[src/rtl/rfd_pkg.sv]
// ----------------------------------------------------------------------------
// rfd_pkg
// Shared types and codes for the radio event frame decoder: beat payloads,
// decoder state, phase, event and status codes.
// ----------------------------------------------------------------------------
package rfd_pkg;

   // Width of the payload byte counter (saturating)
   localparam int INDEX_BITS = 16;
   // Width of the reported byte position
   localparam int POS_BITS   = 16;

   // Header opcodes
   localparam logic [3:0] OPC_BLINK = 4'h0;
   localparam logic [3:0] OPC_RX    = 4'h1;
   localparam logic [3:0] OPC_TX    = 4'h2;
   localparam logic [3:0] OPC_RSSI  = 4'h3;
   localparam logic [3:0] OPC_SNR   = 4'h4;

   // Item command
   localparam logic CMD_BYTE = 1'b0;
   localparam logic CMD_EOF  = 1'b1;

   // Event kinds
   localparam logic [2:0] EV_NONE  = 3'd0;
   localparam logic [2:0] EV_RSSI  = 3'd1;
   localparam logic [2:0] EV_SNR   = 3'd2;
   localparam logic [2:0] EV_BLINK = 3'd3;
   localparam logic [2:0] EV_START = 3'd4;
   localparam logic [2:0] EV_DATA  = 3'd5;
   localparam logic [2:0] EV_END   = 3'd6;

   // Status codes
   localparam logic [1:0] ST_OK      = 2'd0;
   localparam logic [1:0] ST_UNKNOWN = 2'd1;
   localparam logic [1:0] ST_LENGTH  = 2'd2;
   localparam logic [1:0] ST_ABORTED = 2'd3;

   typedef enum logic [1:0] {
      PH_WAIT   = 2'd0,
      PH_FIXED  = 2'd1,
      PH_STREAM = 2'd2,
      PH_ABORT  = 2'd3
   } phase_type;

   typedef struct packed {
      logic       command;
      logic [7:0] data_in;
      logic       sink_reject;
   } req_item_type;

   typedef struct packed {
      logic [2:0]          event_kind;
      logic [1:0]          status;
      logic                error_reported;
      logic [3:0]          iface_num;
      logic [3:0]          event_opcode;
      logic signed [7:0]   signal_value;
      logic [7:0]          stream_byte;
      logic [POS_BITS-1:0] byte_position;
   } rsp_item_type;

   // Frame state carried from one beat to the next
   typedef struct packed {
      phase_type             phase;
      logic [3:0]            hdr_iface;
      logic [3:0]            hdr_opcode;
      logic                  exp_len;
      logic [INDEX_BITS-1:0] count;
   } frame_state_type;

   localparam frame_state_type FRAME_STATE_RESET = '{
      phase:      PH_WAIT,
      hdr_iface:  4'h0,
      hdr_opcode: 4'h0,
      exp_len:    1'b0,
      count:      '0
   };

endpackage

[src/rtl/radio_event_frame_decoder.sv]
// ----------------------------------------------------------------------------
// radio_event_frame_decoder
// Decodes framed radio event bytes into RSSI, SNR, blink and stream events,
// reporting unknown opcodes, and length and consumer errors with the byte position.
// ----------------------------------------------------------------------------
//
//   channel  | direction | handshake             | payload
//   ---------+-----------+-----------------------+--------------------------
//   req_     | in        | req_valid / req_stall | req_item (rfd_pkg)
//   rsp_     | out       | rsp_valid / rsp_stall | rsp_item (rfd_pkg)
//
// One beat per cycle sustained while rsp_stall is low; an accepted beat reaches
// rsp_ through the input register, then the result register.
// The frame state advances as a beat moves from the input register into the
// result register; decode is a single combinational pass between the two.
// Reset clears valids and frame state; the held payload byte is not reset.
// rsp_stall holds the result register, then the input register, then req_.
//
module radio_event_frame_decoder (
   input  logic                  clock,
   input  logic                  reset,
   input  logic                  req_valid,
   output logic                  req_stall,
   input  rfd_pkg::req_item_type req_item,
   output logic                  rsp_valid,
   input  logic                  rsp_stall,
   output rfd_pkg::rsp_item_type rsp_item
);

   logic                     in_valid_ff;
   rfd_pkg::req_item_type    in_item_ff;
   logic                     out_valid_ff;
   rfd_pkg::rsp_item_type    out_item_ff;
   rfd_pkg::frame_state_type state_ff;
   rfd_pkg::frame_state_type state_in;
   logic [7:0]               held_ff;
   logic [7:0]               held_in;
   rfd_pkg::rsp_item_type    result;
   logic                     out_free;
   logic                     advance;

   // Result register can take a beat when empty or draining
   assign out_free  = !out_valid_ff || !rsp_stall;
   assign advance   = in_valid_ff && out_free;
   assign req_stall = in_valid_ff && !out_free;

   rfd_decode u_decode (
      .item      (in_item_ff),
      .state_cur (state_ff),
      .held_cur  (held_ff),
      .state_nxt (state_in),
      .held_nxt  (held_in),
      .result    (result)
   );

   // Input register: load on accept, drop when the beat moves on
   always_ff @(posedge clock) begin
      if (reset) begin
         in_valid_ff <= 1'b0;
      end else if (!req_stall) begin
         in_valid_ff <= req_valid;
      end
      if (!req_stall && req_valid) begin
         in_item_ff <= req_item;
      end
   end

   // Frame state and result register advance together
   always_ff @(posedge clock) begin
      if (reset) begin
         state_ff     <= rfd_pkg::FRAME_STATE_RESET;
         out_valid_ff <= 1'b0;
      end else begin
         if (advance) begin
            state_ff <= state_in;
         end
         if (out_free) begin
            out_valid_ff <= in_valid_ff;
         end
      end
      if (advance) begin
         held_ff     <= held_in;
         out_item_ff <= result;
      end
   end

   assign rsp_valid = out_valid_ff;
   assign rsp_item  = out_item_ff;

   // A fixed frame never counts past its expected length
   a_fixed_count: assert property (@(posedge clock) disable iff (reset)
      state_ff.phase == rfd_pkg::PH_FIXED |->
         state_ff.count <= {{(rfd_pkg::INDEX_BITS-1){1'b0}}, state_ff.exp_len})
      else $error("fixed frame count beyond expected length");

   // An error report never carries an ok status
   a_err_status: assert property (@(posedge clock) disable iff (reset)
      out_valid_ff && out_item_ff.error_reported |->
         out_item_ff.status != rfd_pkg::ST_OK)
      else $error("error reported with ok status");

   // Position is only reported alongside an error
   a_pos_err: assert property (@(posedge clock) disable iff (reset)
      out_valid_ff && !out_item_ff.error_reported |->
         out_item_ff.byte_position == '0)
      else $error("byte position without error");

   // A beat held in the input register stays until it moves on
   a_in_hold: assert property (@(posedge clock) disable iff (reset)
      in_valid_ff && !out_free |=> in_valid_ff && $stable(in_item_ff))
      else $error("input register lost a stalled beat");

   // Frame state only changes when a beat is decoded
   a_state_hold: assert property (@(posedge clock) disable iff (reset)
      !advance |=> $stable(state_ff))
      else $error("frame state changed without a beat");

endmodule

[src/rtl/rfd_decode.sv]
// ----------------------------------------------------------------------------
// rfd_decode
// Single-pass decode of one beat: from the current frame state and held byte,
// form the result item, the next frame state and the next held byte.
// ----------------------------------------------------------------------------
module rfd_decode (
   input  rfd_pkg::req_item_type    item,
   input  rfd_pkg::frame_state_type state_cur,
   input  logic [7:0]               held_cur,
   output rfd_pkg::frame_state_type state_nxt,
   output logic [7:0]               held_nxt,
   output rfd_pkg::rsp_item_type    result
);

   localparam logic [rfd_pkg::INDEX_BITS-1:0] COUNT_MAX = '1;

   logic [rfd_pkg::INDEX_BITS-1:0] count_inc;
   logic [rfd_pkg::INDEX_BITS-1:0] exp_len_ext;
   logic [3:0]                     new_opcode;

   // Saturating increment and zero-extended expected length
   assign count_inc   = (state_cur.count == COUNT_MAX) ? state_cur.count
                                                       : state_cur.count + 1'b1;
   assign exp_len_ext = {{(rfd_pkg::INDEX_BITS-1){1'b0}}, state_cur.exp_len};
   assign new_opcode  = item.data_in[3:0];

   always_comb begin
      state_nxt = state_cur;
      held_nxt  = held_cur;

      result                = '0;
      result.event_kind     = rfd_pkg::EV_NONE;
      result.status         = rfd_pkg::ST_OK;
      result.error_reported = 1'b0;

      if (item.command == rfd_pkg::CMD_BYTE) begin
         case (state_cur.phase)
            // Header: latch interface and opcode, pick the frame shape
            rfd_pkg::PH_WAIT: begin
               state_nxt.hdr_iface  = item.data_in[7:4];
               state_nxt.hdr_opcode = new_opcode;
               state_nxt.count      = '0;
               if (new_opcode inside {rfd_pkg::OPC_RX, rfd_pkg::OPC_TX}) begin
                  state_nxt.exp_len = 1'b0;
                  state_nxt.phase   = rfd_pkg::PH_STREAM;
                  result.event_kind = rfd_pkg::EV_START;
               end else if (new_opcode inside {rfd_pkg::OPC_RSSI, rfd_pkg::OPC_SNR}) begin
                  state_nxt.exp_len = 1'b1;
                  state_nxt.phase   = rfd_pkg::PH_FIXED;
               end else if (new_opcode == rfd_pkg::OPC_BLINK) begin
                  state_nxt.exp_len = 1'b0;
                  state_nxt.phase   = rfd_pkg::PH_FIXED;
               end else begin
                  state_nxt.phase       = rfd_pkg::PH_ABORT;
                  result.status         = rfd_pkg::ST_UNKNOWN;
                  result.error_reported = 1'b1;
               end
            end
            // Fixed payload: hold the byte, or flag an extra one
            rfd_pkg::PH_FIXED: begin
               if (state_cur.count < exp_len_ext) begin
                  held_nxt        = item.data_in;
                  state_nxt.count = count_inc;
               end else begin
                  state_nxt.phase       = rfd_pkg::PH_ABORT;
                  result.status         = rfd_pkg::ST_LENGTH;
                  result.error_reported = 1'b1;
                  result.byte_position  = rfd_pkg::POS_BITS'(state_cur.count);
               end
            end
            // Stream: pass data through unless the consumer refuses it
            rfd_pkg::PH_STREAM: begin
               if (item.sink_reject) begin
                  state_nxt.phase       = rfd_pkg::PH_ABORT;
                  result.status         = rfd_pkg::ST_ABORTED;
                  result.error_reported = 1'b1;
                  result.byte_position  = rfd_pkg::POS_BITS'(state_cur.count);
               end else begin
                  result.event_kind  = rfd_pkg::EV_DATA;
                  result.stream_byte = item.data_in;
                  state_nxt.count    = count_inc;
               end
            end
            default: begin
               result.status = rfd_pkg::ST_ABORTED;
            end
         endcase
      end else begin
         // End of frame: close out, then wait for the next header (a rejected stream end stays aborted)
         state_nxt.phase = rfd_pkg::PH_WAIT;
         state_nxt.count = '0;
         case (state_cur.phase)
            rfd_pkg::PH_FIXED: begin
               if (state_cur.count == exp_len_ext) begin
                  if (state_cur.hdr_opcode == rfd_pkg::OPC_RSSI) begin
                     result.event_kind   = rfd_pkg::EV_RSSI;
                     result.signal_value = held_cur;
                  end else if (state_cur.hdr_opcode == rfd_pkg::OPC_SNR) begin
                     result.event_kind   = rfd_pkg::EV_SNR;
                     result.signal_value = held_cur;
                  end else begin
                     result.event_kind = rfd_pkg::EV_BLINK;
                  end
               end else begin
                  result.status         = rfd_pkg::ST_LENGTH;
                  result.error_reported = 1'b1;
                  result.byte_position  = rfd_pkg::POS_BITS'(state_cur.count);
               end
            end
            rfd_pkg::PH_STREAM: begin
               if (item.sink_reject) begin
                  // Rejected stream end stays aborted; count is kept
                  state_nxt.phase       = rfd_pkg::PH_ABORT;
                  state_nxt.count       = state_cur.count;
                  result.status         = rfd_pkg::ST_ABORTED;
                  result.error_reported = 1'b1;
                  result.byte_position  = rfd_pkg::POS_BITS'(state_cur.count);
               end else begin
                  result.event_kind = rfd_pkg::EV_END;
               end
            end
            default: begin
               result.status = rfd_pkg::ST_ABORTED;
            end
         endcase
      end

      result.iface_num    = state_nxt.hdr_iface;
      result.event_opcode = state_nxt.hdr_opcode;
   end

endmodule
[config.mk]
export PLATFORM = sky130hd
export DESIGN_NAME = radio_event_frame_decoder
export DESIGN_NICKNAME = d
export VERILOG_FILES = /design/src/rtl/rfd_pkg.sv /design/src/rtl/radio_event_frame_decoder.sv /design/src/rtl/rfd_decode.sv
export SDC_FILE = /design/constraint.sdc
export NUM_CORES = 1
export LEC_CHECK = 0
export BUFFER_PORTS_ARGS = -buffer_cell sky130_fd_sc_hd__buf_2
export CAP_MARGIN = 40
export CORE_ASPECT_RATIO = 0.6
export CORE_UTILIZATION = 56
export DETAILED_ROUTE_END_ITERATION = 10
export PLACE_DENSITY = 0.79
export SKIP_LAST_GASP = 1
export SLEW_MARGIN = 30
export SYNTH_ARGS = -nofsm -noshare
export SYNTH_HDL_FRONTEND = slang
export SYNTH_SLANG_ARGS = --single-unit
[constraint.sdc]
create_clock -name clock -period 3 [get_ports clock]
set_clock_uncertainty 0.15 [all_clocks]
set_input_delay 0.15 -clock clock [delete_from_list [all_inputs] [get_ports clock]]
set_output_delay 0.15 -clock clock [all_outputs]
set_load 0.02 [all_outputs]
Yosys cells after proc, flatten, opt, wreduce, memory -nomap -nowiden
Index checks and enable logic that the tools add are counted.
- $add $sub $neg: 1
- $lt $le $gt $ge: 1
- eq/ne operators: 14
- mux-type cells: 47
- bitwise operators: 2
- reductions and logical operators: 20
- operator list (operator ; number):
    2-to-1 mux 16 bit ; 9
    case mux 16 bit (2 select lines) ; 2
    case mux 16 bit (3 select lines) ; 1
    2-to-1 mux 3 bit ; 9
    2-to-1 mux 2 bit ; 10
    2-to-1 mux 9 bit ; 2
    adder 16 x 1 -> 16 bit (second input constant) ; 1
    == test 16 x 1 -> 1 bit ; 1
    == test 16 bit (second input constant) ; 1
    less-than comparator 16 x 1 -> 1 bit ; 1
    2-to-1 mux 8 bit ; 2
    AND reduction 4 bit ; 4
    == test 4 x 2 -> 1 bit (second input constant) ; 3
    case mux 2 bit (3 select lines) ; 2
    case mux 3 bit (2 select lines) ; 2
    != test 3 bit (second input constant) ; 3
    == test 4 x 3 -> 1 bit (second input constant) ; 2
    2-to-1 mux 6 bit ; 1
    == test 4 x 1 -> 1 bit (second input constant) ; 1
    logical NOT 1 bit ; 4
    logical NOT 4 bit ; 1
    2-to-1 mux 1 bit ; 4
    case mux 2 bit (2 select lines) ; 1
    nonzero test 2 bit ; 2
    13 further kinds ; 16
- register bits after elaboration: 93
- output and inout bits: 48
- word-level logic and storage cells: 104

Depth between registers and ports, before layout
- depth in word-level cells: 6
- mapped depth: 9
- gate-level depth less buffers: 7

Hierarchy
Synthesis repeated with hierarchy kept, for this count alone.
- cells, all modules: 419
- area, all modules: 4760.8 µm²
- by module, submodules not included (module ; instances ; cells each ; area each (µm²)):
    radio_event_frame_decoder ; 1 ; 191 ; 3226.8
    rfd_decode ; 1 ; 228 ; 1534.0

Worst setup path after synthesis
OpenSTA, ideal clock, no wires.
- kind: register to register
- start: register state_ff[25] (netlist bit)
- end: register state_ff[6] (netlist bit)
- setup time: 0.131 ns
- arrival time: 1.944 ns
- slack: 0.775 ns
- stages on the path, launching flop included: 10
- buffers on the path: 2
- period minus slack after synthesis: 2.225 ns
- cells stage by stage: dfxtp_1 -> inv_1 -> ha_1 -> buf_2 -> nor3_1 -> or3_1 -> a41o_1 -> buf_6 -> o311ai_1 -> o41ai_1
- longest elaborated chain between the ends: 3
- elaborated cells between the ends (all ways): 10
- those cells by class: eq/ne (4); mux (3); reduce/logical (3)
- ends and longest elaborated chain (element ; line ; source):
    start, declared ; radio_event_frame_decoder.sv:34 ; rfd_pkg::frame_state_type state_ff;
    start signal, assigned ; radio_event_frame_decoder.sv:71 ; state_ff <= rfd_pkg::FRAME_STATE_RESET;
    start signal, assigned ; radio_event_frame_decoder.sv:75 ; state_ff <= state_in;
    == test 2 x 1 -> 1 bit, or another cell as far along ; rfd_decode.sv:37 ; case (state_cur.phase)
    != test 3 x 2 -> 1 bit (no line), or another cell as far along ; -- ;
    AND reduction 4 bit (no line) / 2-to-1 mux 16 bit (equally long branches) ; -- ;
Several ways; a longest one is shown, not always the timed one.
A chain may end at the register's enable or synchronous reset.

Worst setup path after layout
- start: register state_ff[25] (netlist bit)
- end: register state_ff[7] (netlist bit)
Same word-level chain as after synthesis.

==> results.py <==
metrics = {
    "status": {
        "status": "complete, no violations",
    },
    "synth": {
        "synth.area.top_cells": "edfxtp_1 (47%), dfxtp_1 (14%), and2_1 (2.7%)",
        "syn_inst": 341,
        "synth-edff-count": 64,
        "synthDominantCellAreaShare_pct": 46.6,
        "yosys_warnings": 0,
        "synth_nets": 361,
        "ys_async_sr_fraction_pct": 0,
        "syn-cell-area_sq_mm": 0.00412,
        "synth-main-ff-cell": "edfxtp_1",
        "synth_area_per_cell_sq_um": 12.1,
        "ys_types": 52,
        "ys_seq_elements": 93,
        "yosys.area.top_type": "edfxtp_1",
        "ys_seq_area_share_pct": 60.7,
    },
    "clock_network": {
        "root_buffer": "clkbuf_16",
        "cts_tree": "done",
        "clk_path_buf_depth": 2,
        "cts_made_buffers": 9,
        "htreeDepth": 3,
        "cts_setup_buffers": 0,
        "cts_sinks": 93,
        "cts.reportedPaths.clkPinSlew_ns": 0.06,
        "clk_latency_ns": 0.34,
    },
    "die": {
        "start_util_pct": 59.9,
        "die_w_um": 113,
        "coreArea_sq_mm": 0.00688,
        "placementRows": 23,
        "die_y_um": 68.4,
        "dieArea_sq_mm": 0.00772,
        "io_pins": 62,
    },
    "setup_path": {
        "max_stage_delay_ns": 0.46,
        "arrival_ns": 2.74,
        "crit_cells": 7,
        "cp.required_ns": 3.05,
        "crit_path_end_kind": "register",
        "worst-r2r-cell-count": 7,
        "start_kind": "register",
        "crit_type": "register to register",
        "crit_family": "compound AO/OA/AOI/OAI gates",
        "crit_slowest_cell": "ha_1",
        "cp_max_fo": 15,
        "path_buf_inv": 1,
        "path_cells": "inv_1 > ha_1 > nor3_1 > or3_1 > a41o_1 > o311ai_0 > o31ai_1",
    },
    "power_and_ir_drop": {
        "p_per_area_mw_per_mm2": 544,
        "ir_drop_mv": 0.399,
        "cellLeakagePower_nw": 1.72,
        "power.total_mw": 2.65,
    },
    "timing": {
        "drv_slew": 0,
        "grt_setup_unrepaired": "false",
        "setup_violations": 0,
        "worstMarginPinSlew_ns": 0.620,
        "tns_ns": 0,
        "max_clock_freq_mhz": 373,
        "slew_headroom_pct": 58.5,
        "period_minus_slack_ns": 2.68,
        "hold_viol_final": 0,
        "fin_crit_sh_pct": 89.5,
    },
    "final_layout": {
        "diodes": 0,
        "drive_above_1_share_pct": 23.7,
        "fin_area_sq_mm": 0.00487,
        "final_nets": 437,
        "nFillCells": 471,
        "final_common_cell": "edfxtp_1",
        "final_cell_mix": "edfxtp_1 (64), buf_2 (61), dfxtp_1 (29)",
        "syn2layout_area_growth_pct": 18.3,
    },
    "routing": {
        "viasPerCell": 5.97,
        "drt_iter0_markers": 285,
        "vias": 3037,
        "drc": 0,
        "wirelength_um": 8910,
        "ant_nets": 0,
        "wl_per_cell_um": 17.5,
        "first_pass_iters": 4,
    },
    "global_routing": {
        "grt_pass1_vias": 2864,
        "grt_max_degree": 41,
        "antenna_found_initial": 0,
        "grt_remaining_overflow": 0,
        "grt_first_pass_wirelength_um": 14200,
        "grt_use_total_pct": 25.1,
    },
    "worst_hold_path": {
        "hold_path_depth": 2,
        "min_path_type": "input pin to register",
    },
    "flow_run": {
        "maxCapViolCount": 0,
    },
    "placement": {
        "placed_area_sq_mm": 0.00450,
        "portBuffers": 61,
        "gp_congestion": 0.926,
        "dpl.hpwl_um": 6000,
    },
}
[kinds of logic after synthesis]
kind of cell	Yosys count	share of synthesized area [%]
muxes	8	2.19
adders and majority gates	6	1.82
AOI/OAI and AO/OA	69	13.0
DFF	93	60.7
xor gates and xnor gates	1	0.213
buffers and inverters	26	3.22
and+or+nand+nor	138	18.8
[worst paths after layout]
kind                                                 from                   endpoint  slack (ns)
worst max-delay path            state_ff[25]$_SDFFE_PP0P_   state_ff[7]$_SDFFE_PP0P_        0.32
worst min-delay path                                reset     rsp_valid$_SDFFE_PP0N_        0.02
worst max register to register  state_ff[25]$_SDFFE_PP0P_   state_ff[7]$_SDFFE_PP0P_        0.32
worst min register to register  state_ff[24]$_SDFFE_PP0P_  state_ff[24]$_SDFFE_PP0P_        0.31
[report_power, final]
part	switching, mW	internal, mW
clock network	0.424	0.550
registers	0.0283	1.42
logic	0.146	0.0843
total	0.598	2.05
[through the flow]
| stage | utilization (%) | setup slack, ns | std cells | hold slack [ns] |
|---|---|---|---|---|
| floorplan | - | 0.775 | 341 | 0.0691 |
| finish | 70.9 | 0.316 | 509 | 0.0188 |
| global route | 70.9 | 0.188 | 509 | 0.0389 |
| CTS | 70.9 | 0.331 | 509 | 0.0177 |
| global placement | 65.4 | 0.538 | 480 | 0.176 |
| detailed placement | 65.5 | 0.394 | 481 | 0.180 |
[synthesized netlist by cell type, types with 2 or more instances]
library cell,count
edfxtp_1,64
buf_6,4
nand3_1,15
o311ai_1,3
inv_1,8
a221o_1,2
nand2_1,28
a31oi_1,5
o21ai_0,5
a21oi_1,18
nand4_1,7
or3_1,2
mux2_2,8
nor2b_1,17
and3_1,2
and2_1,18
nor3_1,10
o31ai_1,9
o41ai_1,3
nand3b_1,2
o311ai_0,5
nor2_1,19
o311ai_2,5
clkbuf_1,9
nand2b_1,4
ha_1,6
dfxtp_1,29
buf_2,4
o21a_1,3
nor4_1,3
o32ai_1,3
[worst reg2reg max path, stage by stage, from the launching register on]
cell      delay (ns)
dfxtp_1         0.39
inv_1           0.09
ha_1            0.47
nor3_1          0.12
or3_1           0.34
a41o_1          0.43
o311ai_0        0.43
o31ai_1         0.14
[area by class of cell]
type,count,area [sq um],area share (%)
flip-flops and latches,93,2500,51.3
multi-input cells,222,1490,30.5
repair buffers,82,493,10.1
clock buffers,12,236,4.85
well taps,87,109,2.23
inverters,9,33.8,0.693
clock inverters,4,15.0,0.308
[flip-flops by register name, indices dropped and copies added, names as in the netlist]
register / count
rsp_item: 46
held_ff: 8
in_item_ff: 10
rsp_valid: 1
in_valid_ff: 1
state_ff: 27
[routing by layer]
metal  part of all wire (%)  GRT usage (%)
met5                      0              0
met2                     42           36.3
met3                     12           8.68
met4                    2.2           12.0
met1                     45           34.3
[timing repair]
action / 4_1_cts / 5_1_grt
resized for setup: 0 / 0
endpoints found under the hold margin: 12 / 0
hold buffers: 12 / 0
No activity file was read; power rests on OpenSTA's default activity.
